**src/rtl/api_frame_transmit_framer_macros.svh**
```systemverilog
// assertion macros shared by the command queue and the back end
// each macro expects clk and rst_n in scope
`ifndef API_FRAME_TRANSMIT_FRAMER_MACROS_SVH
`define API_FRAME_TRANSMIT_FRAMER_MACROS_SVH

// condition holds at every edge out of reset
`define AFTF_ASSERT(lbl, cond, msg) \
    lbl: assert property (@(posedge clk) disable iff (!rst_n) (cond)) else $error(msg);

// antecedent at one edge implies consequent at the next
`define AFTF_ASSERT_NEXT(lbl, ante, cons, msg) \
    lbl: assert property (@(posedge clk) disable iff (!rst_n) (ante) |=> (cons)) \
        else $error(msg);

`endif

```
**src/rtl/aftf_pkg.sv**
```systemverilog
// types and constants of the api frame transmit framer
// no dependencies
`timescale 1ns / 1ps

package aftf_pkg;

    localparam int MAX_FRAME_LEN = 256;
    localparam int LEFT_W        = $clog2(MAX_FRAME_LEN);
    localparam int FIFO_DEPTH    = 4;
    localparam int PTR_W         = $clog2(FIFO_DEPTH);
    localparam int STEP_W        = 3;

    localparam logic [15:0] MAX_LEN_16 = 16'(MAX_FRAME_LEN);
    localparam logic [7:0]  DELIM_BYTE = 8'h7E;
    localparam logic [7:0]  CHK_BASE   = 8'hFF;

    localparam logic OP_START = 1'b0;
    localparam logic OP_DATA  = 1'b1;

    typedef struct packed {
        logic        opcode;
        logic [15:0] frame_length;
        logic [7:0]  frame_id;
        logic [7:0]  payload_byte;
    } in_item_t;

    typedef struct packed {
        logic [7:0] out_byte;
        logic       frame_end;
        logic       error;
    } out_item_t;

    typedef enum logic [1:0] {
        CMD_ERR,
        CMD_START,
        CMD_DATA
    } cmd_kind_t;

    // one classified transaction, as queued between front and back
    typedef struct packed {
        cmd_kind_t   kind;
        logic [15:0] frame_length;
        logic [7:0]  data_byte;
        logic [7:0]  chk;
        logic        close;
    } cmd_t;

endpackage

```
**src/rtl/aftf_front.sv**
```systemverilog
// front end: accepts items, tracks frame state and classifies each transaction
// depends on aftf_pkg
`timescale 1ns / 1ps

module aftf_front
    import aftf_pkg::*;
(
    input  logic     clk,
    input  logic     rst_n,
    input  logic     item_valid,
    output logic     item_ready,
    input  in_item_t item,
    output logic     push,
    output cmd_t     cmd,
    input  logic     full
);

    logic              frame_open_reg, frame_open_next;
    logic [LEFT_W-1:0] bytes_left_reg, bytes_left_next;
    logic [7:0]        running_sum_reg, running_sum_next;
    logic [7:0]        sum_add;
    logic              bad_len;

    assign item_ready = !full;
    assign push       = item_valid && !full;
    assign sum_add    = running_sum_reg + item.payload_byte;
    assign bad_len    = (item.frame_length == 16'd0) || (item.frame_length > MAX_LEN_16);

    always_comb
    begin
        frame_open_next  = frame_open_reg;
        bytes_left_next  = bytes_left_reg;
        running_sum_next = running_sum_reg;
        cmd.kind         = CMD_ERR;
        cmd.frame_length = item.frame_length;
        cmd.data_byte    = item.frame_id;
        cmd.chk          = CHK_BASE - item.frame_id;
        cmd.close        = 1'b0;
        if (item.opcode == OP_START)
        begin
            if (!frame_open_reg && !bad_len)
            begin
                cmd.kind         = CMD_START;
                cmd.close        = (item.frame_length == 16'd1);
                running_sum_next = item.frame_id;
                bytes_left_next  = LEFT_W'(item.frame_length - 16'd1);
                frame_open_next  = (item.frame_length != 16'd1);
            end
        end
        else if (frame_open_reg)
        begin
            cmd.kind         = CMD_DATA;
            cmd.data_byte    = item.payload_byte;
            cmd.chk          = CHK_BASE - sum_add;
            cmd.close        = (bytes_left_reg == LEFT_W'(1));
            running_sum_next = sum_add;
            bytes_left_next  = bytes_left_reg - LEFT_W'(1);
            frame_open_next  = (bytes_left_reg != LEFT_W'(1));
        end
    end

    always_ff @(posedge clk or negedge rst_n)
    begin
        if (!rst_n)
        begin
            frame_open_reg  <= 1'b0;
            bytes_left_reg  <= '0;
            running_sum_reg <= '0;
        end
        else if (push)
        begin
            frame_open_reg  <= frame_open_next;
            bytes_left_reg  <= bytes_left_next;
            running_sum_reg <= running_sum_next;
        end
    end

endmodule

```
**src/rtl/aftf_cmd_fifo.sv**
```systemverilog
// short command queue between the front end and the byte sequencer
// depends on aftf_pkg and the assertion macros
`timescale 1ns / 1ps
`include "api_frame_transmit_framer_macros.svh"

module aftf_cmd_fifo
    import aftf_pkg::*;
(
    input  logic clk,
    input  logic rst_n,
    input  logic push,
    input  cmd_t push_cmd,
    output logic full,
    output logic head_valid,
    output cmd_t head,
    input  logic pop
);

    cmd_t             mem [FIFO_DEPTH];
    logic [PTR_W-1:0] wr_ptr_reg, rd_ptr_reg;
    logic [PTR_W:0]   count_reg, count_next;

    assign full       = (count_reg == (PTR_W+1)'(FIFO_DEPTH));
    assign head_valid = (count_reg != '0);
    assign head       = mem[rd_ptr_reg];
    assign count_next = count_reg + (PTR_W+1)'(push) - (PTR_W+1)'(pop);

    always_ff @(posedge clk)
    begin
        if (push)
            mem[wr_ptr_reg] <= push_cmd;
    end

    always_ff @(posedge clk or negedge rst_n)
    begin
        if (!rst_n)
        begin
            wr_ptr_reg <= '0;
            rd_ptr_reg <= '0;
            count_reg  <= '0;
        end
        else
        begin
            if (push)
                wr_ptr_reg <= wr_ptr_reg + PTR_W'(1);
            if (pop)
                rd_ptr_reg <= rd_ptr_reg + PTR_W'(1);
            count_reg <= count_next;
        end
    end

    `AFTF_ASSERT(a_count_bound, count_reg <= (PTR_W+1)'(FIFO_DEPTH), "queue count overflow")
    `AFTF_ASSERT(a_no_push_full, !(push && full), "push into full queue")
    `AFTF_ASSERT(a_no_pop_empty, !(pop && !head_valid), "pop from empty queue")

endmodule

```
**src/rtl/aftf_back.sv**
```systemverilog
// back end: expands queued commands into line bytes through an output register
// depends on aftf_pkg and the assertion macros
`timescale 1ns / 1ps
`include "api_frame_transmit_framer_macros.svh"

module aftf_back
    import aftf_pkg::*;
(
    input  logic      clk,
    input  logic      rst_n,
    input  logic      head_valid,
    input  cmd_t      head,
    output logic      pop,
    output logic      result_valid,
    input  logic      result_ready,
    output out_item_t result
);

    logic [STEP_W-1:0] step_reg;
    logic              valid_reg;
    out_item_t         result_reg;
    out_item_t         sel;
    logic              last;
    logic              load;

    assign load         = head_valid && (!valid_reg || result_ready);
    assign pop          = load && last;
    assign result_valid = valid_reg;
    assign result       = result_reg;

    always_comb
    begin
        sel  = '{out_byte: 8'h00, frame_end: 1'b0, error: 1'b0};
        last = 1'b1;
        unique case (head.kind)
            CMD_START:
            begin
                last = (step_reg == STEP_W'(4)) || (step_reg == STEP_W'(3) && !head.close);
                unique case (step_reg)
                    STEP_W'(0): sel.out_byte = DELIM_BYTE;
                    STEP_W'(1): sel.out_byte = head.frame_length[15:8];
                    STEP_W'(2): sel.out_byte = head.frame_length[7:0];
                    STEP_W'(3): sel.out_byte = head.data_byte;
                    default:
                    begin
                        sel.out_byte  = head.chk;
                        sel.frame_end = 1'b1;
                    end
                endcase
            end
            CMD_DATA:
            begin
                last = (step_reg != '0) || !head.close;
                if (step_reg == '0)
                    sel.out_byte = head.data_byte;
                else
                begin
                    sel.out_byte  = head.chk;
                    sel.frame_end = 1'b1;
                end
            end
            default:
                sel.error = 1'b1;
        endcase
    end

    always_ff @(posedge clk)
    begin
        if (load)
            result_reg <= sel;
    end

    always_ff @(posedge clk or negedge rst_n)
    begin
        if (!rst_n)
        begin
            valid_reg <= 1'b0;
            step_reg  <= '0;
        end
        else
        begin
            if (load)
            begin
                valid_reg <= 1'b1;
                step_reg  <= last ? '0 : step_reg + STEP_W'(1);
            end
            else if (result_ready)
                valid_reg <= 1'b0;
        end
    end

    `AFTF_ASSERT(a_step_bound, step_reg <= STEP_W'(4), "byte step out of range")
    `AFTF_ASSERT(a_err_clean, !(valid_reg && result_reg.error) ||
        (result_reg.out_byte == 8'h00 && !result_reg.frame_end), "error result not clean")
    `AFTF_ASSERT_NEXT(a_step_resets, pop, step_reg == '0, "step not cleared after pop")

endmodule

```
**src/rtl/api_frame_transmit_framer.sv**
```systemverilog
// top level of the api frame transmit framer
// depends on aftf_pkg, aftf_front, aftf_cmd_fifo and aftf_back
`timescale 1ns / 1ps

// Frames outgoing API packets as a byte stream. A start transaction (opcode 0) with a good
// length gives the delimiter 0x7E, the length high and low bytes and the identifier, plus the
// checksum at once when the length is 1. Each data transaction (opcode 1) echoes its byte and,
// on the last one, appends the checksum (0xFF minus the 8-bit sum of identifier and payload)
// with frame_end set. A bad length, a start while a frame is open or data while idle gives one
// result with error set and out_byte 0. Items are accepted one per cycle while the four-entry
// command queue has room; results leave one per cycle from the output register while
// result_ready is high, so a data transaction gives one or two output bytes, an accepted start
// four or five. The output side sets the sustained rate.
module api_frame_transmit_framer
    import aftf_pkg::*;
(
    input  logic      clk,
    input  logic      rst_n,
    input  logic      item_valid,
    output logic      item_ready,
    input  in_item_t  item,
    output logic      result_valid,
    input  logic      result_ready,
    output out_item_t result
);

    logic push, full, head_valid, pop;
    cmd_t cmd, head;

    aftf_front u_front (
        .clk        (clk),
        .rst_n      (rst_n),
        .item_valid (item_valid),
        .item_ready (item_ready),
        .item       (item),
        .push       (push),
        .cmd        (cmd),
        .full       (full)
    );

    aftf_cmd_fifo u_fifo (
        .clk        (clk),
        .rst_n      (rst_n),
        .push       (push),
        .push_cmd   (cmd),
        .full       (full),
        .head_valid (head_valid),
        .head       (head),
        .pop        (pop)
    );

    aftf_back u_back (
        .clk          (clk),
        .rst_n        (rst_n),
        .head_valid   (head_valid),
        .head         (head),
        .pop          (pop),
        .result_valid (result_valid),
        .result_ready (result_ready),
        .result       (result)
    );

endmodule

```
**config.mk**
```make
export PLATFORM = sky130hd
export DESIGN_NAME = api_frame_transmit_framer
export DESIGN_NICKNAME = d
export VERILOG_FILES = /design/src/rtl/aftf_pkg.sv /design/src/rtl/aftf_front.sv /design/src/rtl/aftf_cmd_fifo.sv /design/src/rtl/aftf_back.sv /design/src/rtl/api_frame_transmit_framer.sv
export VERILOG_INCLUDE_DIRS = /design/src /design/src/rtl
export SDC_FILE = /design/constraint.sdc
export NUM_CORES = 1
export LEC_CHECK = 0
export ABC_CLOCK_PERIOD_IN_PS = 4390
export BUFFER_PORTS_ARGS = -buffer_cell sky130_fd_sc_hd__buf_2
export CAP_MARGIN = 5
export CORE_AREA = 4 4 139 141
export DETAILED_ROUTE_END_ITERATION = 8
export DIE_AREA = 0 0 143 145
export GPL_TIMING_DRIVEN = 0
export PLACE_DENSITY_LB_ADDON = 0.08
export SYNTH_ARGS = -nofsm -noshare
export SYNTH_HDL_FRONTEND = slang
export SYNTH_SLANG_ARGS = --single-unit
```
**constraint.sdc**
```tcl
create_clock -name clk -period 4.39 [get_ports clk]
set_clock_uncertainty 0.05 [all_clocks]
set_input_delay 0.2195 -clock clk [delete_from_list [all_inputs] [get_ports clk]]
set_output_delay 0.2195 -clock clk [all_outputs]
set_load 0.005 [all_outputs]
```
==> results.md, run 1 <==
* Pre-antenna DRT Iters at 5
* Worst reg2reg path depth at 15
* Antenna Cells at 0
* Post-synthesis adder-cell area fraction at roughly 4.4%
* Synthesized cell area at 8010 sq um
* Sequential share of the synthesized area at 65.0%
* Vias per std cell at ~5.5
* Logic pwr share at a little over a third
* Setup bufs post-CTS at 0
* Reg clk slew, reported paths at about 0.070 ns
* Final Hold Vio Count at 0
* Outcome: complete, no violations
* Global-route usage over all layers at 17.4%
* Post-synthesis cell count at slightly above 500
* Worst reg2reg startpoint: u_fifo.rd_ptr_reg[1]
* DR vias at around 4600
* Clock Latency Late Sink at roughly 0.43 ns
* Chip Height at roughly 150 um
* Wire length per cell at slightly above 20 um
* Setup violations, final at 0
* Hold path endpoint: u_fifo.mem[3][25]
* Total clock buffers created by CTS at 17
* DRT Wirelength at 17200 um
* Predominant post-synthesis flop cell: edfxtp_1
* Min Tclk post-route at between 4 and 5 ns
* Initial Util at between 40 and 50%
* Synth Area in Simple Gates at under 10%
* Pleak at around 3.4 nW
* Min-Delay Path Class: input pin to flop
* Max rail drop VDD at ~0.33 mV
* Post-synth EDFFs at 150
* Main combinational cell family by area after synthesis: multiplexers
* Crit path DAT at approximately 4.4 ns
* H-tree levels at 4
* Nature of the critical path endpoint: flop
* Fillers at between 1500 and 2000
* Layout cells sized above 1 at between 20% and 30%
* IO buf count at between 40 and 50
* First-pass GRT wire length at approximately 27000 um
* Worst R2R Setup Slack at around 0.28 ns
* Sequential share of power at ~40%
* Post-synthesis compound-gate area fraction at under 10%
* Pre-CTS WS at -0.727 ns
* Root Driver: clkbuf_16
* Dpl hpwl at 12100 um
* Grt total ovfl at 0
* WS Path Type: flop to flop
* Full die area at around 21000 sq um
* Mux share of post-synthesis cell area at a little over an eighth
* Synthesized flop and latch total at around 180
* Vias in the first global route at between 4000 and 5000
* Clk pwr share at 25.1%
* Core area at around 18000 sq um
* Critical Path Fanout Max at 10
* Hold_sp: item[24]
* Fin cells at slightly above 800
* Avg Inst Size Synth at between 15 and 20 sq um
* Slew HR at 41.8%
* Routed Antenna Nets at 0
* WHS Path Cells at 1
* Switching Fraction at about a third
* Yosys cell types at 55
* Crit path launch type: flop
* Clock Sinks at between 150 and 200
* Area Growth Syn to Fin at 16.9%
* Antenna violations before repair at 0
* Max-Cap Viols at 0
* RR Endpoint: u_fifo.count_reg[2]
* Post-synth net total at roughly 570
* Fmax at 243 MHz
* Slew Limit Fails at 0
* Placed Cells at 789
* Io pins at roughly 50
* Die Wd at between 100 and 150 um
* RSZ-0062 raised after global routing: false
* Synth warn at 0
* Final worst slack at about 0.28 ns
* Max reg flops at 140
* Cell Rows at just under 50
* Max Root-Sink Buffers at 2
* Total net switching power at 2.09 mW
* Data required time of the worst path at between 4 and 5 ns
* Int Power at between 4 and 5 mW
* Worst slew pin tran at roughly 0.87 ns
* Residual DRC at 0
* CTS tree: yes
* XOR/XNOR share of the synthesized area at roughly 1.7%
* Pwr Density at roughly 700 nW/um^2
* Final net count at about 650
* Largest net degree at the start of global routing at 29
* Final Wtd Congestion at approximately 0.77
* Drt first-iter violations at 277
* Ys async rst share at about 16%
* Tcrit/Tclk final at between 90 and 100%
kinds of logic (layout without fill, tap and decap cells):
group	count (synthesis)	count (layout)
AO/OA/AOI/OAI	68	68
buffers and inverters	43	134
adder cells (fa/ha/maj)	27	27
multiplexers	59	59
XOR/XNOR	16	16
AND/OR/NAND/NOR	118	118
flip-flops	178	178
power groups by stage:
stage | logic [mW] | registers (mW) | clock network [mW]
floorplan | 1.60 | 2.55 | 0
global placement | 2.19 | 2.57 | 0
detailed placement | 2.29 | 2.58 | 0
CTS | 2.29 | 2.56 | 1.63
global route | 2.50 | 2.60 | 1.72
finish | 2.26 | 2.56 | 1.61
worst max-delay path: stages, from the launching register on:
cell      delay [ns]
dfrtp_2         0.49
clkbuf_2        0.33
buf_2           0.36
mux4_2          0.41
ha_1            0.33
buf_1           0.30
inv_1           0.10
o221a_2         0.17
nor2_2          0.26
ha_1            0.29
inv_1           0.06
ha_1            0.13
inv_1           0.05
fa_1            0.37
xnor2_1         0.19
xnor2_1         0.14
layer usage:
| layer | GRT usage [%] | wire (um) | vias to the layer above |
|---|---|---|---|
| met3 | 4.05 | 623 | 22 |
| met2 | 26.7 | 8100 | 90 |
| li1 | - | - | 2143 |
| met5 | 0 | 0 | - |
| met4 | 6.08 | 367 | 0 |
| met1 | 24.7 | 8080 | 2330 |
timing repair:
item                                   4_1_cts  5_1_grt
hold buffers                                10        0
endpoints found under the hold margin       58        0
gates resized for setup                      4        4
setup endpoints to repair                    3        1
area by class of cell:
class / instances / area [sq um] / area share [%]
Multi-Input combinational cell: 288 / 2640 / 28.2
Tap cell: 229 / 287 / 3.06
Buffer: 18 / 91.3 / 0.976
Clock buffer: 17 / 425 / 4.54
Sequential cell: 178 / 5210 / 55.6
Timing Repair Buffer: 61 / 423 / 4.52
Inverter: 23 / 86.3 / 0.922
Clock inverter: 15 / 205 / 2.19
how the worst max path moves through the flow:
stage | startpoint | endpoint | slack [ns] | depth (start not counted)
after floorplan | u_fifo.rd_ptr_reg[0] | u_fifo.count_reg[2] | 0.45 | 16
after global placement | u_fifo.rd_ptr_reg[1] | u_fifo.count_reg[2] | -0.64 | 16
final | u_fifo.rd_ptr_reg[1] | u_fifo.count_reg[2] | 0.28 | 15
after detailed placement | u_fifo.rd_ptr_reg[1] | u_fifo.count_reg[2] | -0.73 | 16
after global routing | u_fifo.rd_ptr_reg[1] | u_fifo.count_reg[2] | 0.02 | 15
after CTS | u_fifo.rd_ptr_reg[1] | u_fifo.count_reg[2] | 0.08 | 15
per-stage QoR:
| step | power (mW) | setup TNS, ns | hold WS [ns] | util (%) | area (sq um) |
|---|---|---|---|---|---|
| floorplan | 4.15 | 0 | -0.126 | - | 8010 |
| global placement | 4.77 | -1.15 | 0.309 | 47.5 | 8530 |
| detailed placement | 4.87 | -1.40 | 0.308 | 48.0 | 8620 |
| CTS | 6.48 | 0 | 0.00561 | 52.1 | 9350 |
| global route | 6.83 | 0 | 0.00927 | 52.1 | 9360 |
| finish | 6.44 | 0 | 0.0170 | 52.1 | 9360 |
synthesized netlist by cell type (all sizes together) (3+ instances only):
cell | instances | area [sq um]
a21oi | 12 | 60.1
dfrtp | 28 | 701
inv | 23 | 86.3
edfxtp | 150 | 4500
and3 | 6 | 37.5
nand2 | 43 | 161
xnor2 | 12 | 105
a2bb2oi | 3 | 26.3
xor2 | 4 | 35.0
nor3b | 3 | 22.5
a222oi | 8 | 80.1
o21a | 3 | 22.5
nand3 | 10 | 50.1
ha | 25 | 313
a22oi | 6 | 45.0
clkbuf | 12 | 45.0
nor2 | 19 | 71.3
mux2 | 13 | 146
o221a | 4 | 45.0
nand4 | 3 | 18.8
or3 | 4 | 25.0
mux4 | 35 | 788
a22o | 3 | 26.3
o21ai | 14 | 73.8
nor2b | 4 | 25.0
nor4 | 3 | 18.8
mux2i | 11 | 110
buf | 8 | 42.5
nor3 | 9 | 50.1
cell usage in the layout (no fill, tap or decap), types with 4 or more instances in the layout:
| cell type | instances |
|---|---|
| nor3_1 | 8 |
| a21oi_1 | 12 |
| dlygate4sd3_1 | 10 |
| a222oi_1 | 8 |
| o221a_2 | 4 |
| bufinv_16 | 4 |
| and3_2 | 4 |
| mux2_2 | 13 |
| xnor2_1 | 12 |
| a22oi_1 | 6 |
| clkbuf_1 | 9 |
| or3_1 | 4 |
| nor2b_1 | 4 |
| inv_1 | 21 |
| clkbuf_16 | 17 |
| ha_1 | 25 |
| edfxtp_1 | 150 |
| nand2_1 | 43 |
| xor2_1 | 4 |
| mux2i_1 | 11 |
| o21ai_0 | 13 |
| nor2_1 | 18 |
| dfrtp_1 | 27 |
| nand3_1 | 10 |
| mux4_2 | 35 |
| buf_2 | 50 |
(Power assumes the default switching activity.)
==> run 2, diff against run 1 <==
PLACE_DENSITY = 0.58   (was default)
PLACE_DENSITY_LB_ADDON = default   (was 0.08)
SKIP_CTS_REPAIR_TIMING = 1   (was default)
==> results.md, run 2 (synthesized netlist as in run 1, its figures left out) <==
* CP cell instances: buf_2, buf_6, mux4_2, ha_1, buf_1, inv_1, o221a_2, nor2_2, ha_1, inv_1, ha_1, inv_1, fa_1, xnor2_1, xnor2_1
* Largest stage delay, worst path at between 0.5 and 0.6 ns
* Switching Fraction at 32.4%
* RSZ-0062 raised after global routing: false
* Max-Cap Viols at 0
* CP startpoint: u_fifo.rd_ptr_reg[0]
* Pre-antenna DRT Iters at 4
* Final net count at about 650
* Worst reg2reg path depth at 15
* Int Power at between 4 and 5 mW
* Total net switching power at 2.05 mW
* Dpl hpwl at 12000 um
* Full die area at around 21000 sq um
* Io pins at roughly 50
* Worst path slowest cell: mux4_2
* Slew Limit Fails at 0
* WHS Path Cells at 4
* Most common cell after layout, fill and taps aside: edfxtp_1
* Layout cells sized above 1 at between 20% and 30%
* Max rail drop VDD at 0.342 mV
* Placed Cells at around 800
* Vias per std cell at 5.56
* Crit path launch type: flop
* Routed Antenna Nets at 0
* Core area at around 18000 sq um
* Root Driver: clkbuf_16
* Logic pwr share at roughly 36%
* Outcome: complete, but fails checks
* RR Endpoint: u_fifo.count_reg[2]
* Fin cells at approximately 830
* Residual DRC at 0
* WS Path Type: flop to flop
* Max reg flops at 140
* Slew HR at about 43%
* H-tree levels at 4
* Hold path endpoint: u_back.result_valid
* Final Hold Vio Count at 1
* Pwr Total at around 6.3 mW
* Clock Latency Late Sink at 0.42 ns
* WHS at -0.00158 ns
* Grt total ovfl at 0
* Commonest non-fill, non-tap cells in the layout: 150 x edfxtp_1, 49 x buf_2, 43 x nand2_1
* Sequential share of power at 40.4%
* Min-Delay Path Class: input pin to flop
* Fmax at 244 MHz
* Drt first-iter violations at 285
* Setup violations, final at 0
* Clock Sinks at between 150 and 200
* Pwr Density at around 680 nW/um^2
* Critical Path Fanout Max at 19
* DR vias at roughly 4600
* Chip Height at 145 um
* Nature of the critical path endpoint: flop
* Crit path DAT at about 4.4 ns
* Worst R2R Setup Slack at between 0.2 and 0.3 ns
* Vias in the first global route at around 4800
* DRT Wirelength at 16800 um
* Pleak at ~3.4 nW
* Die Wd at 143 um
* CTS tree: yes
* Total clock buffers created by CTS at 17
* Min Tclk post-route at between 4 and 5 ns
* Antenna violations before repair at 0
* Global-route usage over all layers at between 10% and 20%
* Reg clk slew, reported paths at around 0.070 ns
* Wire length per cell at roughly 20 um
* Violated checks: negative hold slack
* Worst reg2reg startpoint: u_fifo.rd_ptr_reg[0]
* Worst slew pin tran at 0.850 ns
* IO buf count at 47
* Finished Core Util at 51.9%
* Final Wtd Congestion at approximately 0.84
* First-pass GRT wire length at 26600 um
* Data required time of the worst path at approximately 4.7 ns
* Antenna Cells at 0
* Hold_sp: result_ready
* Clk pwr share at roughly a quarter
* Cell Rows at 49
* Fillers at approximately 1500
* Tcrit/Tclk final at between 90% and 100%
* Max Root-Sink Buffers at 2
* Initial Util at roughly 45%
* Largest net degree at the start of global routing at 29
* Area Growth Syn to Fin at 16.3%
-- run 2: power groups by stage --
stage	Combinational [mW]	Sequential [mW]	Clock (mW)
3_3_place_gp	2.19	2.57	0
6_report	2.26	2.56	1.51
4_1_cts	2.31	2.54	1.55
5_1_grt	2.49	2.60	1.63
2_1_floorplan	1.60	2.55	0
3_5_place_dp	2.30	2.58	0
-- run 2: worst max-delay path by stage --
stage                          endpoint  slack [ns]  depth (start not counted)
finish              u_fifo.count_reg[2]        0.29                         15
global route        u_fifo.count_reg[2]       0.009                         15
CTS                 u_fifo.count_reg[2]       -0.64                         16
detailed placement  u_fifo.count_reg[2]       -0.62                         16
global placement    u_fifo.count_reg[2]       -0.62                         16
floorplan           u_fifo.count_reg[2]        0.45                         16
-- run 2: critical path, delay by kind of cell (launching register included) --
kind / cells / cell delay [ns]
AOI/OAI and AO/OA: 1 / 0.17
buffers and inverters: 6 / 1.20
muxes: 1 / 0.58
and+or+nand+nor: 1 / 0.25
adders and majority gates: 4 / 1.12
DFF: 1 / 0.31
xor gates and xnor gates: 2 / 0.34
-- run 2: layer usage --
| layer | global-route usage (%) | vias to the layer above | part of all wire (%) |
|---|---|---|---|
| li1 | - | 2150 | - |
| met3 | 4.01 | 7 | 4.1 |
| met4 | 3.85 | 0 | 0.59 |
| met2 | 27.6 | 84 | 50 |
| met1 | 23.0 | 2358 | 45 |
| met5 | 0 | - | 0 |
-- run 2: area by class of cell --
type                    instances  area (sq um)  share of cell area [%]
plain buffers                  18          87.6                   0.940
clock buffers                  18           429                    4.61
clock inverters                14           166                    1.79
inverters                      23          86.3                   0.926
multi-input cells             288          2640                    28.3
flip-flops and latches        178          5210                    55.9
well taps                     229           287                    3.07
repair buffers                 59           418                    4.48
-- run 2: metrics by stage --
stage                     setup WS, ns  cell area (sq um)  setup TNS, ns
final                            0.290               9320              0
after global routing           0.00873               9320              0
after CTS                       -0.640               9240          -1.11
after detailed placement        -0.618               8640          -1.07
after global placement          -0.621               8530          -1.10
after floorplan                  0.446               8010              0
==> run 3, diff against run 2 <==
ABC_CLOCK_PERIOD_IN_PS = 4900   (was 4390)
clock period = 4.9 ns   (was 4.39 ns; I/O delays follow)
==> results.md, run 3 (synthesized netlist as in run 1, its figures left out) <==
* Max reg flops at 140
* DR vias at 4600
* Routed Antenna Nets at 0
* Fin cells at between 800 and 900
* Nature of the critical path endpoint: flop
* Slew Limit Fails at 0
* Min-Delay Path Class: input pin to flop
* Antenna Cells at 0
* Max Root-Sink Buffers at 2
* Wire length per cell at 20.3 um
* Fmax at about 220 MHz
* Io pins at between 40 and 50
* Outcome: complete, no violations
* Final net count at roughly 650
* Global-route usage over all layers at approximately 17%
* Antenna violations before repair at 0
* Cell Rows at a little under 50
* Residual DRC at 0
* Area Growth Syn to Fin at 15.8%
* DRT Wirelength at approximately 17000 um
* CTS tree: yes
* Drt first-iter violations at roughly 330
* Tcrit/Tclk final at 92.6%
* First-pass GRT wire length at about 27000 um
* Fillers at about 1500
* Reg clk slew, reported paths at about 0.070 ns
* Crit path DAT at a little under 5 ns
* Grt total ovfl at 0
* Final Hold Vio Count at 0
* Total negative slack at 0 ns
* Slew HR at between 40% and 50%
* Largest net degree at the start of global routing at 29
* Layout cells sized above 1 at about a quarter
* H-tree levels at 4
* Vias in the first global route at approximately 4800
* Max rail drop VDD at 0.305 mV
* Critical Path Fanout Max at 10
* IO buf count at between 40 and 50
* Pleak at approximately 3.4 nW
* Pre-antenna DRT Iters at 5
* Data required time of the worst path at slightly above 5 ns
* RSZ-0062 raised after global routing: false
* Core area at approximately 18000 sq um
* Dpl hpwl at approximately 12000 um
* Total clock buffers created by CTS at 17
* Commonest non-fill, non-tap cells in the layout: 150 x edfxtp_1, 49 x buf_2, 43 x nand2_1
* Full die area at 20700 sq um
* Root Driver: clkbuf_16
* Vias per std cell at about 5.6
* Die Wd at around 140 um
* Clock Latency Late Sink at between 0.4 and 0.5 ns
* Pwr Density at a little over 600 nW/um^2
* Worst slew pin tran at between 0.8 and 0.9 ns
* Clock Sinks at around 180
* WS Path Type: flop to flop
* Placed Cells at between 700 and 800
* Setup violations, final at 0
* Max-Cap Viols at 0
* Initial Util at 44.6%
* Crit path launch type: flop
* Chip Height at 145 um
* Final Wtd Congestion at 0.841
* Min Tclk post-route at about 4.5 ns
* Most common cell after layout, fill and taps aside: edfxtp_1
-- run 3: worst paths after layout --
check,to,from,slack (ns),cells past startpoint
min in group asynchronous,u_fifo.wr_ptr_reg[0],rst_n,0.39,2
max in group asynchronous,u_back.step_reg[0],rst_n,3.90,2
setup / recovery,u_fifo.count_reg[2],u_fifo.rd_ptr_reg[1],0.36,16
hold reg to reg,u_fifo.count_reg[2],u_fifo.count_reg[2],0.46,1
hold / removal,u_fifo.mem[3][28],item[27],0.02,1
setup reg to reg,u_fifo.count_reg[2],u_fifo.rd_ptr_reg[1],0.36,16
-- run 3: where the power goes --
group          switching (mW)  internal, mW
logic                    1.14         0.893
registers               0.137          2.14
clock network           0.553         0.800
-- run 3: metal layers --
metal	track usage (%)	vias up	share of wire (%)
li1	-	2138	-
met2	27.6	93	51
met5	0	-	0
met4	3.85	0	0.68
met3	4.01	8	4.0
met1	23.0	2361	45
-- run 3: critical path, cell delays in order (launching register included) --
cell and delay, ns:
dfrtp_1 0.32, clkbuf_1 0.42, clkbuf_2 0.38, clkbuf_2 0.35, mux4_2 0.39, ha_1 0.33, buf_1 0.30, inv_1 0.12
o221a_2 0.17, nor2_1 0.37, ha_1 0.32, inv_1 0.05, ha_1 0.13, inv_1 0.05, fa_1 0.37, xnor2_1 0.20
xnor2_1 0.14
-- run 3: final cells by class --
class | count | area [sq um] | area share [%]
Buffer | 19 | 87.6 | 0.944
Clock buffer | 18 | 429 | 4.63
Sequential cell | 178 | 5200 | 56.1
Inverter | 23 | 86.3 | 0.931
Tap cell | 229 | 287 | 3.09
Multi-Input combinational cell | 288 | 2640 | 28.4
Timing Repair Buffer | 55 | 378 | 4.07
Clock inverter | 14 | 166 | 1.79
-- run 3: stage by stage --
step | worst slack, ns | utilization [%] | hold WS, ns | instance area [sq um] | power (mW)
after floorplan | 0.956 | - | -0.101 | 8010 | 3.72
after global placement | -0.111 | 47.5 | 0.298 | 8530 | 4.27
after detailed placement | -0.108 | 48.1 | 0.310 | 8640 | 4.37
after CTS | -0.130 | 51.4 | -0.153 | 9240 | 5.73
after global routing | 0.0557 | 51.6 | 0.00514 | 9280 | 6.01
final | 0.364 | 51.6 | 0.0246 | 9280 | 5.66
